$ cat config.mk
export PLATFORM = sky130hd
export DESIGN_NAME = ldc_csr
export DESIGN_NICKNAME = d
export VERILOG_FILES = /design/src/rtl/core/ldc_pkg.sv /design/src/rtl/core/ldc_csr.sv
export SDC_FILE = /design/constraint.sdc
export NUM_CORES = 1
export LEC_CHECK = 0
export ABC_AREA = 1
export BUFFER_PORTS_ARGS = -buffer_cell sky130_fd_sc_hd__buf_2
export CORE_AREA = 2 2 115 117
export CTS_CLUSTER_DIAMETER = 200
export DETAILED_ROUTE_END_ITERATION = 10
export DIE_AREA = 0 0 117 119
export PLACE_DENSITY = 0.81
export SETUP_SLACK_MARGIN = 0.5
export SYNTH_ARGS = -nofsm -noshare
export SYNTH_HDL_FRONTEND = slang
export SYNTH_SLANG_ARGS = --single-unit
$ cat constraint.sdc
create_clock -name clock -period 1.35 [get_ports clock]
set_input_delay 0.27 -clock clock [delete_from_list [all_inputs] [get_ports clock]]
set_output_delay 0.27 -clock clock [all_outputs]
set_load 0.1 [all_outputs]
$ cat src/rtl/core/ldc_pkg.sv
`timescale 1ns / 1ps
// ----------------------------------------------------------------------------
// ldc_pkg: shared types and constants for the lens distortion correction core
// Fixed-point widths of every pipeline quantity, the CSR index map and the
// round-to-nearest (ties away from zero) helpers.
// ----------------------------------------------------------------------------
package ldc_pkg;

   // Fractional bits of coordinates (Q2.30) and coefficients (Q8.24)
   localparam int Q_COORD = 30;
   localparam int Q_COEF  = 24;

   // CSR map
   localparam int CSR_IDX_W = 3;
   localparam logic [CSR_IDX_W-1:0] CSR_K1 = 3'd0;
   localparam logic [CSR_IDX_W-1:0] CSR_K2 = 3'd1;
   localparam logic [CSR_IDX_W-1:0] CSR_K3 = 3'd2;
   localparam logic [CSR_IDX_W-1:0] CSR_P1 = 3'd3;
   localparam logic [CSR_IDX_W-1:0] CSR_P2 = 3'd4;

   // Split points used to cut wide products into two partial products
   localparam int R2_SPLIT   = 17;
   localparam int R4_SPLIT   = 19;
   localparam int R6_SPLIT   = 21;
   localparam int POLY_SPLIT = 24;

   // Number of register stages in the arithmetic pipeline
   localparam int PIPE_DEPTH = 10;

   // Value types (all signed, sized to the largest magnitude they can hold)
   typedef logic signed [31:0] coord_type;  // Q2.30 points, Q8.24 coefs
   typedef logic signed [63:0] prod_type;   // x*x, y*y, x*y
   typedef logic signed [33:0] sq_type;     // xx, yy, xy    (<= 2^32)
   typedef logic signed [34:0] r2_type;     // r2            (<= 2^33)
   typedef logic signed [34:0] c2_type;     // 2*xy
   typedef logic signed [35:0] ax_type;     // r2 + 2*xx     (<= 2^34)
   typedef logic signed [37:0] r4_type;     // r4            (<= 2^36)
   typedef logic signed [40:0] r6_type;     // r6            (<= 2^39)
   typedef logic signed [47:0] poly_type;   // radial polynomial
   typedef logic signed [43:0] tan_type;    // tangential sum
   typedef logic signed [49:0] rad_type;    // radial term
   typedef logic signed [50:0] tot_type;    // negated total before clamp
   typedef logic signed [79:0] wide_type;   // rounding work width

   // Partial product types
   typedef logic signed [52:0] qp_type;     // r2 * r2 halves
   typedef logic signed [66:0] kp1_type;    // k1 * r2
   typedef logic signed [67:0] tp_type;     // tangential products
   typedef logic signed [54:0] sp_type;     // r2 * r4 halves
   typedef logic signed [51:0] k2p_type;    // k2 * r4 halves
   typedef logic signed [53:0] k3p_type;    // k3 * r6 halves
   typedef logic signed [56:0] xp_type;     // coord * poly halves

   // Coefficient bundle from the CSR block to the datapath
   typedef struct packed {
      coord_type k1;
      coord_type k2;
      coord_type k3;
      coord_type p1;
      coord_type p2;
   } ldc_coef_type;

   localparam coord_type CORR_MAX = 32'sh7FFF_FFFF;
   localparam coord_type CORR_MIN = 32'sh8000_0000;

   localparam wide_type ROUND_COORD = wide_type'(1) <<< (Q_COORD - 1);
   localparam wide_type ROUND_COEF  = wide_type'(1) <<< (Q_COEF - 1);

   // Round p / 2^30 to nearest, ties away from zero
   function automatic wide_type rnd_coord(input wide_type p);
      wide_type bias;
      bias = p[79] ? (ROUND_COORD - wide_type'(1)) : ROUND_COORD;
      return (p + bias) >>> Q_COORD;
   endfunction

   // Round p / 2^24 to nearest, ties away from zero
   function automatic wide_type rnd_coef(input wide_type p);
      wide_type bias;
      bias = p[79] ? (ROUND_COEF - wide_type'(1)) : ROUND_COEF;
      return (p + bias) >>> Q_COEF;
   endfunction

endpackage

$ cat src/rtl/core/ldc_csr.sv
`timescale 1ns / 1ps
// ----------------------------------------------------------------------------
// ldc_csr: coefficient registers
// Holds k1, k2, k3, p1, p2 (signed Q8.24). Writes to unmapped indexes drop.
// ----------------------------------------------------------------------------
module ldc_csr (
   input  logic                              clock,
   input  logic                              reset,
   input  logic                              csr_we,
   input  logic [ldc_pkg::CSR_IDX_W-1:0]     csr_index,
   input  ldc_pkg::coord_type                csr_wdata,
   output ldc_pkg::ldc_coef_type             coef
);

   ldc_pkg::ldc_coef_type coef_ff;
   ldc_pkg::ldc_coef_type coef_in;

   // Register write decode
   always_comb begin
      coef_in = coef_ff;
      if (csr_we) begin
         case (csr_index)
            ldc_pkg::CSR_K1: coef_in.k1 = csr_wdata;
            ldc_pkg::CSR_K2: coef_in.k2 = csr_wdata;
            ldc_pkg::CSR_K3: coef_in.k3 = csr_wdata;
            ldc_pkg::CSR_P1: coef_in.p1 = csr_wdata;
            ldc_pkg::CSR_P2: coef_in.p2 = csr_wdata;
            default:         coef_in = coef_ff;
         endcase
      end
   end

   always_ff @(posedge clock) begin
      if (reset) begin
         coef_ff <= '0;
      end else begin
         coef_ff <= coef_in;
      end
   end

   assign coef = coef_ff;

endmodule

==> flow_metrics.env, run 1 <==
export IMPL_post_cts_buffers=18
export IMPL_yosys_area_top_type_share_pct=50.7
export IMPL_syn_inst=918
export IMPL_dp_cells=1273
export IMPL_die_y_um=119
export IMPL_yosysUniqueCellTypes=10
export IMPL_cts_root_buffer="clkbuf_16"
export IMPL_yosys_area_top_type="dfxtp_1"
export IMPL_error_line="[ERROR DPL-0033] detailed placement checks failed during check placement."
export IMPL_hold_buffers=0
export IMPL_synth_area_leaders="dfxtp_1 51%, nor2_1 19%, nand3_1 13%"
export IMPL_failed_stage="4_1_cts"
export IMPL_cts_buffers=17
export IMPL_start_util_pct=49.1
export IMPL_place_ws_ns=0.0242
export IMPL_synthArstFlopShare_pct=0
export IMPL_syn_nets=956
export IMPL_io_pins=198
export IMPL_cts_resized=505
export IMPL_place_gp_congestion=0.822
export IMPL_numClockSinks=160
export IMPL_core_rowCount=42
export IMPL_status="did not finish"
export IMPL_synth_edf_count=0
export IMPL_htreeDepth=4
export IMPL_yosysMostFrequentCell="nor2_1"
export IMPL_die_w_um=117
export IMPL_ys_ff_latch=160
export IMPL_netlist_top_cells_count="323 x nor2_1, 166 x nand2_1, 160 x dfxtp_1, 160 x nand3_1, 45 x buf_2"
export IMPL_clock_path_buffers=2
export IMPL_synth_warnings=0
export IMPL_portBuffers=197
export IMPL_ys_seq_area_share_pct=50.7
export IMPL_ys_flop_type="dfxtp_1"
export IMPL_hpwlAfterDp_um=14100
export IMPL_syn_area_per_cell_um2=6.88
export IMPL_netlist_area_um2=6320
-- kinds of logic after synthesis --
kind of cell           after synthesis  synth area share [%]
AND/OR/NAND/NOR                    655                  42.3
buffers and inverters              103                  7.01
flip-flops                         160                  50.7
-- stage by stage --
stage	util [%]	cell area, µm²
after detailed placement	77.4	9970
after global placement	77.4	9970
after floorplan	-	8070
==> inputs of run 2 (changes only) <==
--- a/config.mk
+++ b/config.mk
@@ -7,12 +7,10 @@
 export LEC_CHECK = 0
 export ABC_AREA = 1
 export BUFFER_PORTS_ARGS = -buffer_cell sky130_fd_sc_hd__buf_2
-export CORE_AREA = 2 2 115 117
-export CTS_CLUSTER_DIAMETER = 200
+export CORE_AREA = 2 2 129 131
 export DETAILED_ROUTE_END_ITERATION = 10
-export DIE_AREA = 0 0 117 119
-export PLACE_DENSITY = 0.81
-export SETUP_SLACK_MARGIN = 0.5
+export DIE_AREA = 0 0 131 133
+export PLACE_DENSITY_LB_ADDON = 0.15
 export SYNTH_ARGS = -nofsm -noshare
 export SYNTH_HDL_FRONTEND = slang
 export SYNTH_SLANG_ARGS = --single-unit
==> flow_metrics.env, run 2 <==
export IMPL_leakagePower_uw=0.00441
export IMPL_cts_buffers=17
export IMPL_yosysMostFrequentCell="nor2_1"
export IMPL_slowest_delay_ns=0.34
export IMPL_die_y_um=133
export IMPL_grtUsageTotal_pct=22.6
export IMPL_slowest_stage="dfxtp_1"
export IMPL_status="complete, no violations"
export IMPL_hpwlAfterDp_um=13200
export IMPL_clock_latency_ns=0.43
export IMPL_grt_pass1_wl_um=30400
export IMPL_syn_area_per_cell_um2=6.88
export IMPL_synth_warnings=0
export IMPL_cp_arrival_ns=1.06
export IMPL_post_cts_buffers=0
export IMPL_drt_initial_drc_count=372
export IMPL_synth_area_leaders="dfxtp_1 51%, nor2_1 19%, nand3_1 13%"
export IMPL_antenna_cells=0
export IMPL_setup_viol=0
export IMPL_hold_buffers=0
export IMPL_final_common_cell="nor2_1"
export IMPL_max_freq_ghz=0.753
export IMPL_power_density_nw_per_um2=1250
export IMPL_setup_tns_ns=0
export IMPL_grt_max_degree=61
export IMPL_layout_setup_ws_ns=0.0224
export IMPL_core_area_um2=16200
export IMPL_layout_drive_gt1_share_pct=24.3
export IMPL_cp_end_kind="output port"
export IMPL_finalNetCount=1142
export IMPL_largest_register_ffs=160
export IMPL_synth_edf_count=0
export IMPL_postRouteAntennaNets=0
export IMPL_crit_type="reg -> out"
export IMPL_mostFrequentLayoutCells="320 x nor2_1, 166 x nand2_1, 160 x nand3_1, 160 x dfxtp_1, 91 x buf_12"
export IMPL_min_period_over_period_pct=98.3
export IMPL_yosysUniqueCellTypes=10
export IMPL_ys_flop_type="dfxtp_1"
export IMPL_hold_path_class="in -> reg"
export IMPL_final_seq_area_um2=3200
export IMPL_finalPower_uw=12400
export IMPL_numClockSinks=160
export IMPL_drt_first_pass_iters=6
export IMPL_synthArstFlopShare_pct=0
export IMPL_crit_required_ns=1.08
export IMPL_worst_path_buf_inv=1
export IMPL_maxCapViolCount=0
export IMPL_hold_viol_final=0
export IMPL_portBuffers=197
export IMPL_die_area_um2=17400
export IMPL_core_rowCount=47
export IMPL_viasPerCell=4.78
export IMPL_grt_ovfl_total=0
export IMPL_place_gp_congestion=0.791
export IMPL_cts_tree="done"
export IMPL_fin_crit_ns=1.33
export IMPL_netlist_area_um2=6320
export IMPL_htreeDepth=4
export IMPL_syn_to_final_growth_pct=57.8
export IMPL_routed_wl_um=19600
export IMPL_nFillCells=1436
export IMPL_critPathMaxFanout=2
export IMPL_worst_slew_pin_slew_ns=0.303
export IMPL_clock_path_buffers=2
export IMPL_path_clk_slew_ns=0.06
export IMPL_max_slew_margin_pct=79.8
export IMPL_critPathLaunchType="flip-flop"
export IMPL_route_detailed_drc=0
export IMPL_grt_pass1_vias=5809
export IMPL_syn_inst=918
export IMPL_vdd_drop_max_v=0.000864
export IMPL_yosys_area_top_type_share_pct=50.7
export IMPL_fin_skew_ns=0
export IMPL_cts_resized=102
export IMPL_path_delay_family="flip-flops"
export IMPL_multi_input_area_um2=2710
export IMPL_finalMaxSlewViolations=0
export IMPL_io_pins=198
export IMPL_antenna_found_initial=0
export IMPL_ys_seq_area_share_pct=50.7
export IMPL_wl_per_cell_um=14.7
export IMPL_place_ws_ns=0.0477
export IMPL_vias=6390
export IMPL_cp_cell_sequence="buf_4"
export IMPL_start_util_pct=39.1
export IMPL_utilization_pct=61.7
export IMPL_yosys_area_top_type="dfxtp_1"
export IMPL_netlist_top_cells_count="323 x nor2_1, 166 x nand2_1, 160 x dfxtp_1, 160 x nand3_1, 45 x buf_2"
export IMPL_cts_root_buffer="clkbuf_16"
export IMPL_die_w_um=131
export IMPL_syn_nets=956
export IMPL_ys_ff_latch=160
run 2: where the power goes:
group	internal [µW]	leakage, µW	total [µW]	switching [µW]
registers	4890	0.00130	5030	145
clock network	2760	0.000274	4720	1950
logic	785	0.00284	2660	1880
total	8440	0.00441	12400	3980
run 2: worst paths after layout:
| kind | from | end | slack (ns) | cells past startpoint |
|---|---|---|---|---|
| setup / recovery | coef[51] | coef[51] | 0.02 | 1 |
| hold / removal | reset | coef[35] | 0.14 | 4 |
| setup reg to reg | coef[75] | coef[75] | 0.71 | 2 |
| hold reg to reg | coef[12] | coef[12] | 0.49 | 2 |
run 2: cell families after synthesis:
kind of cell  count (synthesis)  share of synthesized area (%)
simple gates                655                           42.3
buf+inv                     103                           7.01
flops                       160                           50.7
run 2: layout make-up:
class / instances / share of cell area (%)
Clock buffer: 22 / 4.56
Sequential cell: 160 / 32.1
Tap cell: 220 / 2.76
Clock inverter: 10 / 1.13
Timing Repair Buffer: 231 / 30.7
Inverter: 39 / 1.49
Multi-Input combinational cell: 655 / 27.2
run 2: routing by layer:
layer	GRT usage (%)	part of all wire [%]	vias to the layer above
met5	0	0	-
met4	8.10	1.8	0
met3	6.11	7.0	26
met2	35.9	48	183
met1	29.3	43	2965
li1	-	-	3216
run 2: through the flow:
step / hold slack [ns] / cell area, µm² / cells
final: 0.141 / 9970 / 1337
after CTS: 0.125 / 9740 / 1337
after floorplan: 0.509 / 6320 / 918
after detailed placement: 0.466 / 8900 / 1305
after global routing: 0.136 / 9970 / 1337
after global placement: 0.458 / 8900 / 1305
Note: power is estimated with default switching activity, not from simulation.
